File: config.mk
export PLATFORM = sky130hd
export DESIGN_NAME = mac_activity_table_core
export DESIGN_NICKNAME = d
export VERILOG_FILES = /design/src/hw/rtl/mat_pkg.sv /design/src/hw/rtl/mat_cmd_fifo.sv /design/src/hw/rtl/mat_engine.sv /design/src/hw/rtl/mac_activity_table_core.sv
export SDC_FILE = /design/constraint.sdc
export NUM_CORES = 2
export LEC_CHECK = 0
export BUFFER_PORTS_ARGS = -buffer_cell sky130_fd_sc_hd__clkbuf_2
export CELL_PAD_IN_SITES_DETAIL_PLACEMENT = 1
export CELL_PAD_IN_SITES_GLOBAL_PLACEMENT = 2
export CORE_MARGIN = 5
export CORE_UTILIZATION = 50
export DETAILED_ROUTE_END_ITERATION = 10
export PLACE_DENSITY = 0.91
export SLEW_MARGIN = 20
export SYNTH_ARGS = -nofsm -noshare
export SYNTH_HDL_FRONTEND = slang
export SYNTH_SLANG_ARGS = --single-unit
File: constraint.sdc
create_clock -name clk -period 16.2 [get_ports clk]
set_clock_uncertainty 0.15 [all_clocks]
set_input_delay 4.05 -clock clk [delete_from_list [all_inputs] [get_ports clk]]
set_output_delay 4.05 -clock clk [all_outputs]
set_load 0.02 [all_outputs]
File: src/hw/rtl/mat_pkg.sv
// ----------------------------------------------------------------------------
// mat_pkg: shared types and constants of the MAC activity table
// Widths, kind codes and the queue entry that joins front and back.
// ----------------------------------------------------------------------------
package mat_pkg;
	localparam int TableDepth = 32;
	localparam int IdxW       = $clog2(TableDepth);
	localparam int UsedW      = $clog2(TableDepth + 1);
	localparam int CountW     = 16;
	localparam int MacW       = 48;
	localparam int TimeW      = 32;
	localparam int WinW       = 16;
	localparam logic [2:0] ColorFirst = 3'd1;
	localparam logic [2:0] ColorLast  = 3'd6;
	localparam logic [WinW-1:0] WindowReset = 16'd10;
	localparam logic [CountW-1:0] CountMax = {CountW{1'b1}};
	localparam logic [TimeW-1:0] TotalMax = {TimeW{1'b1}};

	localparam logic [1:0] KindAck     = 2'd0;
	localparam logic [1:0] KindReport  = 2'd1;
	localparam logic [1:0] KindSummary = 2'd2;

	localparam logic OpPacket   = 1'b0;
	localparam logic OpInterval = 1'b1;

	localparam int RegWindow = 0;

	typedef struct packed {
		logic             op;
		logic [MacW-1:0]  mac;
		logic [TimeW-1:0] now;
	} cmd_t;

	typedef struct packed {
		logic [1:0]        kind;
		logic [MacW-1:0]   mac;
		logic [4:0]        index;
		logic [2:0]        color;
		logic [15:0]       count;
		logic [5:0]        active;
		logic [TimeW-1:0]  total;
		logic              is_new;
		logic              dropped;
		logic              last;
	} res_t;
endpackage

File: src/hw/rtl/mat_cmd_fifo.sv
// ----------------------------------------------------------------------------
// mat_cmd_fifo: two-entry command queue
// Decouples the input handshake from the table engine.
// ----------------------------------------------------------------------------
module mat_cmd_fifo (
	input  logic          clk,
	input  logic          arst_n,
	input  logic          in_valid,
	output logic          in_ready,
	input  mat_pkg::cmd_t in_cmd,
	output logic          out_valid,
	input  logic          out_ready,
	output mat_pkg::cmd_t out_cmd
);
	mat_pkg::cmd_t mem_q [2];
	logic       wr_q, rd_q;
	logic [1:0] cnt_q;
	logic       push, pop;

	assign in_ready  = (cnt_q != 2'd2);
	assign out_valid = (cnt_q != 2'd0);
	assign push      = in_valid && in_ready;
	assign pop       = out_valid && out_ready;
	assign out_cmd   = mem_q[rd_q];

	always_ff @(posedge clk) begin
		if (push) begin
			mem_q[wr_q] <= in_cmd;
		end
	end

	always_ff @(posedge clk or negedge arst_n) begin
		if (!arst_n) begin
			wr_q  <= 1'b0;
			rd_q  <= 1'b0;
			cnt_q <= 2'd0;
		end else begin
			if (push) wr_q <= ~wr_q;
			if (pop)  rd_q <= ~rd_q;
			cnt_q <= cnt_q + {1'b0, push} - {1'b0, pop};
		end
	end
endmodule

File: src/hw/rtl/mat_engine.sv
// ----------------------------------------------------------------------------
// mat_engine: table search, update and interval sweep
// Walks the table one slot at a time, a read state then a check state per slot; drives a one-deep result register.
// ----------------------------------------------------------------------------
module mat_engine (
	input  logic                         clk,
	input  logic                         arst_n,
	input  logic                         cmd_valid,
	output logic                         cmd_ready,
	input  mat_pkg::cmd_t                cmd,
	input  logic [mat_pkg::WinW-1:0]     window,
	output logic                         res_valid,
	input  logic                         res_ready,
	output mat_pkg::res_t                res
);
	typedef enum logic [4:0] {
		ST_IDLE  = 5'b00001,
		ST_READ  = 5'b00010,
		ST_CHECK = 5'b00100,
		ST_EMIT  = 5'b01000,
		ST_CLEAR = 5'b10000
	} state_t;

	logic [mat_pkg::MacW-1:0]   mac_mem   [mat_pkg::TableDepth];
	logic [mat_pkg::TimeW-1:0]  seen_mem  [mat_pkg::TableDepth];
	logic [mat_pkg::CountW-1:0] count_mem [mat_pkg::TableDepth];
	logic [2:0]                 color_mem [mat_pkg::TableDepth];

	state_t                     state_q;
	mat_pkg::cmd_t              cmd_q;
	logic [mat_pkg::UsedW-1:0]  used_q, ptr_q, active_q;
	logic [2:0]                 color_q;
	logic [mat_pkg::TimeW-1:0]  total_q;
	logic [mat_pkg::MacW-1:0]   rd_mac_q;
	logic [mat_pkg::TimeW-1:0]  rd_seen_q;
	logic [mat_pkg::CountW-1:0] rd_count_q;
	logic [2:0]                 rd_color_q;
	logic [mat_pkg::IdxW-1:0]   idx;
	logic                       busy_out, hit, act, at_end;
	logic [mat_pkg::TimeW-1:0]  diff;
	logic [mat_pkg::CountW-1:0] cnt_inc;

	assign idx       = ptr_q[mat_pkg::IdxW-1:0];
	assign busy_out  = res_valid && !res_ready;
	assign cmd_ready = (state_q == ST_IDLE) && !busy_out;
	assign at_end    = (ptr_q >= used_q);
	assign hit       = (rd_mac_q == cmd_q.mac);
	assign diff      = cmd_q.now - rd_seen_q;
	assign act       = (cmd_q.now < rd_seen_q) ||
		(diff < {{(mat_pkg::TimeW-mat_pkg::WinW){1'b0}}, window});
	assign cnt_inc   = (rd_count_q == mat_pkg::CountMax) ? rd_count_q
		: rd_count_q + 1'b1;

	// table reads, registered
	always_ff @(posedge clk) begin
		rd_mac_q   <= mac_mem[idx];
		rd_seen_q  <= seen_mem[idx];
		rd_count_q <= count_mem[idx];
		rd_color_q <= color_mem[idx];
	end

	// table writes
	always_ff @(posedge clk) begin
		if (state_q == ST_CHECK && cmd_q.op == mat_pkg::OpPacket && !busy_out) begin
			if (!at_end && hit) begin
				count_mem[idx] <= cnt_inc;
				seen_mem[idx]  <= cmd_q.now;
			end else if (at_end && used_q < mat_pkg::UsedW'(mat_pkg::TableDepth)) begin
				mac_mem[idx]   <= cmd_q.mac;
				seen_mem[idx]  <= cmd_q.now;
				count_mem[idx] <= mat_pkg::CountW'(1);
				color_mem[idx] <= color_q;
			end
		end else if (state_q == ST_CLEAR) begin
			count_mem[idx] <= '0;
		end
	end

	always_ff @(posedge clk or negedge arst_n) begin
		if (!arst_n) begin
			state_q   <= ST_IDLE;
			used_q    <= '0;
			color_q   <= mat_pkg::ColorFirst;
			total_q   <= '0;
			ptr_q     <= '0;
			active_q  <= '0;
			res_valid <= 1'b0;
			cmd_q     <= '0;
			res       <= '0;
		end else begin
			if (res_valid && res_ready) res_valid <= 1'b0;
			unique case (state_q)
				ST_IDLE: begin
					if (cmd_valid && cmd_ready) begin
						cmd_q    <= cmd;
						ptr_q    <= '0;
						active_q <= '0;
						state_q  <= ST_READ;
						if (cmd.op == mat_pkg::OpPacket && total_q != mat_pkg::TotalMax)
							total_q <= total_q + 1'b1;
					end
				end
				ST_READ: state_q <= ST_CHECK;
				ST_CHECK: begin
					if (!busy_out) begin
						res <= '0;
						if (cmd_q.op == mat_pkg::OpPacket) begin
							if (!at_end && !hit) begin
								ptr_q   <= ptr_q + 1'b1;
								state_q <= ST_READ;
							end else begin
								res_valid    <= 1'b1;
								res.kind     <= mat_pkg::KindAck;
								res.mac      <= cmd_q.mac;
								res.last     <= 1'b1;
								state_q      <= ST_IDLE;
								if (!at_end) begin
									res.index <= 5'(idx);
									res.color <= rd_color_q;
									res.count <= 16'(cnt_inc);
								end else if (used_q < mat_pkg::UsedW'(mat_pkg::TableDepth)) begin
									res.index  <= 5'(idx);
									res.color  <= color_q;
									res.count  <= 16'd1;
									res.is_new <= 1'b1;
									used_q     <= used_q + 1'b1;
									color_q    <= (color_q >= mat_pkg::ColorLast) ?
										mat_pkg::ColorFirst : color_q + 1'b1;
								end else begin
									res.dropped <= 1'b1;
								end
							end
						end else if (at_end) begin
							res_valid    <= 1'b1;
							res.kind     <= mat_pkg::KindSummary;
							res.active   <= 6'(active_q);
							res.total    <= total_q;
							res.last     <= 1'b1;
							total_q      <= '0;
							ptr_q        <= '0;
							state_q      <= ST_CLEAR;
						end else begin
							if (act) begin
								res_valid  <= 1'b1;
								res.kind   <= mat_pkg::KindReport;
								res.mac    <= rd_mac_q;
								res.index  <= 5'(idx);
								res.color  <= rd_color_q;
								res.count  <= 16'(rd_count_q);
								active_q   <= active_q + 1'b1;
							end
							ptr_q   <= ptr_q + 1'b1;
							state_q <= ST_READ;
						end
					end
				end
				ST_CLEAR: begin
					if (ptr_q == mat_pkg::UsedW'(mat_pkg::TableDepth - 1)) begin
						state_q <= ST_IDLE;
					end
					ptr_q <= ptr_q + 1'b1;
				end
				ST_EMIT: state_q <= ST_IDLE;
				default: state_q <= ST_IDLE;
			endcase
		end
	end
endmodule

File: src/hw/rtl/mac_activity_table_core.sv
// ----------------------------------------------------------------------------
// mac_activity_table_core: station MAC table with per-interval activity
// Learns MACs in insertion order and reports active stations per interval.
// ----------------------------------------------------------------------------
// A packet beat compares the table slots in turn, each with a read state and a
// check state, plus a final read and check when the MAC is new or dropped, and
// the engine then returns to idle before the next beat is taken; an interval
// beat walks every used slot the same way and then emits the summary, followed
// by a clear sweep over all 32 table slots and the return to idle. The walk
// reads one slot at a time from the table memories, and the check state waits
// while the consumer holds off a waiting result. A
// two-entry command queue takes new beats while the engine works, and a
// result register holds each result until the consumer takes it.
module mac_activity_table_core (
	input  logic        clk,
	input  logic        arst_n,
	input  logic        in_valid,
	output logic        in_ready,
	input  logic        operation,
	input  logic [47:0] mac,
	input  logic [31:0] time_seconds,
	output logic        out_valid,
	input  logic        out_ready,
	output logic [1:0]  kind,
	output logic [47:0] entry_mac,
	output logic [4:0]  entry_index,
	output logic [2:0]  color,
	output logic [15:0] packet_count,
	output logic [5:0]  active_count,
	output logic [31:0] total_packets,
	output logic        is_new,
	output logic        dropped,
	output logic        last,
	input  logic        psel,
	input  logic        penable,
	input  logic        pwrite,
	input  logic [1:0]  paddr,
	input  logic [31:0] pwdata,
	output logic [31:0] prdata,
	output logic        pready
);
	mat_pkg::cmd_t in_cmd, q_cmd;
	mat_pkg::res_t res;
	logic          q_valid, q_ready;
	logic [mat_pkg::WinW-1:0] window_q;

	assign in_cmd = '{op: operation, mac: mac, now: time_seconds};

	// register file: window only, at byte address zero
	assign pready = 1'b1;
	assign prdata = (paddr == 2'(mat_pkg::RegWindow * 4)) ? {16'd0, window_q} : 32'd0;

	always_ff @(posedge clk or negedge arst_n) begin
		if (!arst_n) begin
			window_q <= mat_pkg::WindowReset;
		end else if (psel && penable && pwrite &&
			paddr == 2'(mat_pkg::RegWindow * 4)) begin
			window_q <= pwdata[mat_pkg::WinW-1:0];
		end
	end

	mat_cmd_fifo u_fifo (
		.clk(clk), .arst_n(arst_n),
		.in_valid(in_valid), .in_ready(in_ready), .in_cmd(in_cmd),
		.out_valid(q_valid), .out_ready(q_ready), .out_cmd(q_cmd)
	);

	mat_engine u_engine (
		.clk(clk), .arst_n(arst_n),
		.cmd_valid(q_valid), .cmd_ready(q_ready), .cmd(q_cmd),
		.window(window_q),
		.res_valid(out_valid), .res_ready(out_ready), .res(res)
	);

	assign kind          = res.kind;
	assign entry_mac     = res.mac;
	assign entry_index   = res.index;
	assign color         = res.color;
	assign packet_count  = res.count;
	assign active_count  = res.active;
	assign total_packets = res.total;
	assign is_new        = res.is_new;
	assign dropped       = res.dropped;
	assign last          = res.last;
endmodule
==> summary.md <==
| Metric | Value |
|---|---|
| # DRC | `0` |
| DP HPWL | `221000 um` |
| Crit Reg-Reg Endpoint | `u_engine.res[92]` |
| Crit-path max FO | `16` |
| IO Pins | `272` |
| Cells after DPL | `10700` |
| Syn avg cell area | `20.5 um2` |
| Min Tclk post-route | `8930 ps` |
| CP max stage delay | `210 ps` |
| CP Buf/Inv Count | `2` |
| Final hold viol count | `0` |
| Total GRT Usage | `29.2%` |
| Number of cells on the worst reg-to-reg path | `20` |
| Endpoint, Worst Hold | `u_engine.res[78]` |
| Largest net degree at the start of global routing | `154` |
| Std cell rows | `195` |
| Drt total wl | `432000 um` |
| NumNets Final | `7487` |
| Worst hold start | `u_engine.rd_mac_q[13]` |
| Post-synth ARST share | `7.40%` |
| Post_cts resized | `0` |
| Die ar. | `293000 um2` |
| Sequential area share after synthesis | `77.1%` |
| Core area | `282000 um2` |
| Crit-path most repeated cell | `clkbuf_2` |
| WHS Path Cells | `1` |
| Max Cap Viol | `0` |
| First-pass GRT wire length | `615000 um` |
| First-pass DRT Iterations | `6` |
| CP Cell Sequence | `clkbuf_2, nor2_1, and2_1, clkbuf_2` |
| Warning count from the yosys run | `0` |
| Synth-to-Final Area Change | `13.3%` |
| P_leak | `52.1 nW` |
| Worst slew pin tran | `1330 ps` |
| Post-Syn Area | `141000 um2` |
| CP max-delay cell | `clkbuf_2` |
| Yosys reg bits | `3703` |
| H-tree depth | `5` |
| Initial antenna violation count | `21` |
| Hold Crit Class | `reg2reg` |
| Clk slew on worst S/H paths | `60 ps` |
| Post-DRT Antenna Nets | `0` |
| Vias | `77600` |
| Layout cells sized above 1 | `25.4%` |
| Register-to-register setup slack | `8580 ps` |
| Die Ht | `541 um` |
| Starting Density | `50.1%` |
| Unrepaired setup endpoints after global routing | `false` |
| Die Wd | `541 um` |
| Post-Synthesis Cells | `6867` |
| DR WL/cell | `38.0 um` |
| Commonest non-fill, non-tap cells in the layout | `edfxtp_1, mux4_2, a22oi_1` |
| Post-CTS setup buffers | `0` |
| Total CTS buffers | `363` |
| Worst Setup End Kind | `output port` |
| Filler Cell Count | `24100` |
| Fin. max-slew vios | `0` |
| Status | `finished, final reports clean` |
| Final TNS setup | `0 ps` |
| GRT overflow | `0` |
| Iteration-0 DRC Markers | `12000` |
| Clk Latency, worst-skew pair | `930 ps` |
| Setup violations, final | `0` |
| Number of global-route vias before repair | `81300` |
| Clock Path Buffers | `4` |
| Crit Path Class | `in2out` |
| Most common cell after layout, fill and taps aside | `edfxtp_1` |
| Post-synth EDFFs | `3330` |
| Achievable Freq | `112 MHz` |
| Worst Setup Start Kind | `input port` |
| Sink Count | `3703` |
| Peak supply drop | `0.000137 V` |
| Fin crit share | `55.1%` |
| Post-synth top flop | `edfxtp_1` |
| Final cell count without fillers | `11400` |
| Critical Path RT | `12000 ps` |
| Top cell family by delay on the critical path | `buffers and inverters` |
| Buffers on Ports | `238` |
| Vias per cell | `6.83` |
| Routability Congestion | `0.844` |
| FF-to-FF Start | `u_engine.cmd_q[0]` |
| Slew headroom | `11.0%` |
| # hold bufs at CTS | `0` |
| Crit path DAT | `4730 ps` |
| Root Buffer | `clkbuf_16` |
| Unique masters post-synth | `73` |
| CTS tree | `built` |
| PwrDens | `161 nW/um2` |
## through the flow
stage	instance area, um2	power [mW]	worst slack, ps	util [%]	hold WS, ps
2_1_floorplan	141000	15.2	7090	-	296
3_3_place_gp	148000	16.7	7270	52.5	308
3_5_place_dp	148000	17.0	7250	52.5	326
4_1_cts	160000	25.7	7250	56.8	355
5_1_grt	160000	26.6	7160	56.8	371
6_report	160000	25.7	7270	56.8	350
## registers in the layout, indices dropped and copies added (netlist names), 48 cells and up
register,flops
u_engine.mac_mem,1536
u_engine.cmd_q,81
u_engine.color_mem,96
u_engine.res,115
u_engine.seen_mem,1024
u_fifo.mem_q,162
u_engine.rd_mac_q,48
u_engine.count_mem,512
## layer usage
| metal | up-vias | GRT usage (%) | share of wire, % |
|---|---|---|---|
| li1 | 29300 | - | - |
| met1 | 40500 | 37.3 | 34 |
| met2 | 6421 | 47.4 | 48 |
| met3 | 1326 | 7.27 | 12 |
| met4 | 16 | 14.0 | 5.7 |
| met5 | - | 0 | 0.024 |
## cell usage after synthesis, types with 8 or more instances
| cell | count | area [um2] |
|---|---|---|
| buf_1 | 100 | 375 |
| nand2b_1 | 11 | 68.8 |
| o21a_1 | 13 | 97.6 |
| and3_1 | 35 | 219 |
| buf_2 | 9 | 45.0 |
| inv_1 | 76 | 285 |
| a22o_1 | 89 | 780 |
| o21ai_0 | 181 | 906 |
| xor2_1 | 21 | 184 |
| nor3_1 | 35 | 175 |
| mux2i_1 | 83 | 831 |
| nand2_1 | 228 | 856 |
| edfxtp_1 | 3330 | 100000 |
| nor2_1 | 143 | 537 |
| a31oi_1 | 15 | 93.8 |
| xnor2_1 | 72 | 631 |
| or3_1 | 18 | 113 |
| or2_2 | 10 | 62.6 |
| and4_1 | 9 | 78.8 |
| dfrtp_1 | 270 | 6760 |
| nor2b_1 | 18 | 113 |
| mux4_2 | 792 | 17800 |
| buf_4 | 18 | 135 |
| nand4_1 | 134 | 838 |
| and2_1 | 12 | 75.1 |
| a21oi_1 | 102 | 510 |
| nor4_1 | 9 | 56.3 |
| a22oi_1 | 397 | 2980 |
| nand3_1 | 37 | 185 |
| a21bo_2 | 9 | 90.1 |
| dfxtp_1 | 99 | 1980 |
| clkbuf_1 | 267 | 1000 |
| o31ai_1 | 8 | 60.1 |
| a21o_1 | 73 | 548 |
| ha_1 | 64 | 801 |
## worst max path at each step
| stage | from | end | slack, ps | cells past startpoint |
|---|---|---|---|---|
| 2_1_floorplan | paddr[1] | prdata[10] | 7090 | 3 |
| 3_3_place_gp | paddr[1] | prdata[0] | 7270 | 4 |
| 3_5_place_dp | paddr[1] | prdata[0] | 7250 | 4 |
| 4_1_cts | paddr[1] | prdata[0] | 7250 | 4 |
| 5_1_grt | paddr[1] | prdata[15] | 7160 | 3 |
| 6_report | paddr[1] | prdata[0] | 7270 | 4 |
## logic make-up after synthesis
kind of cell,after synthesis,share of synthesized area [%]
compound gates,939,4.63
mux,878,13.3
simple gates,713,2.48
flops,3703,77.1
buf+inv,474,1.34
xor+xnor,93,0.577
fa+ha+maj,65,0.582
other cells,2,0.00532
## where the power goes
part | switching [mW] | internal [mW] | total [mW] | leakage [nW]
Combinational | 2.92 | 1.61 | 4.53 | 11.4
Sequential | 0.696 | 11.8 | 12.5 | 34.8
Clock | 3.77 | 4.95 | 8.71 | 5.86
## area by class of cell
type	count	area [um2]	share of cell area (%)
clock buffer	507	10100	6.34
sequential	3703	109000	68.1
timing repair buffer	451	2930	1.83
tap	3743	4680	2.93
clock inverter	167	1900	1.19
antenna	11	27.5	0.0172
multi-input combinational	2705	31100	19.4
inverter	76	285	0.178
No activity file was read; power rests on OpenSTA's default activity.
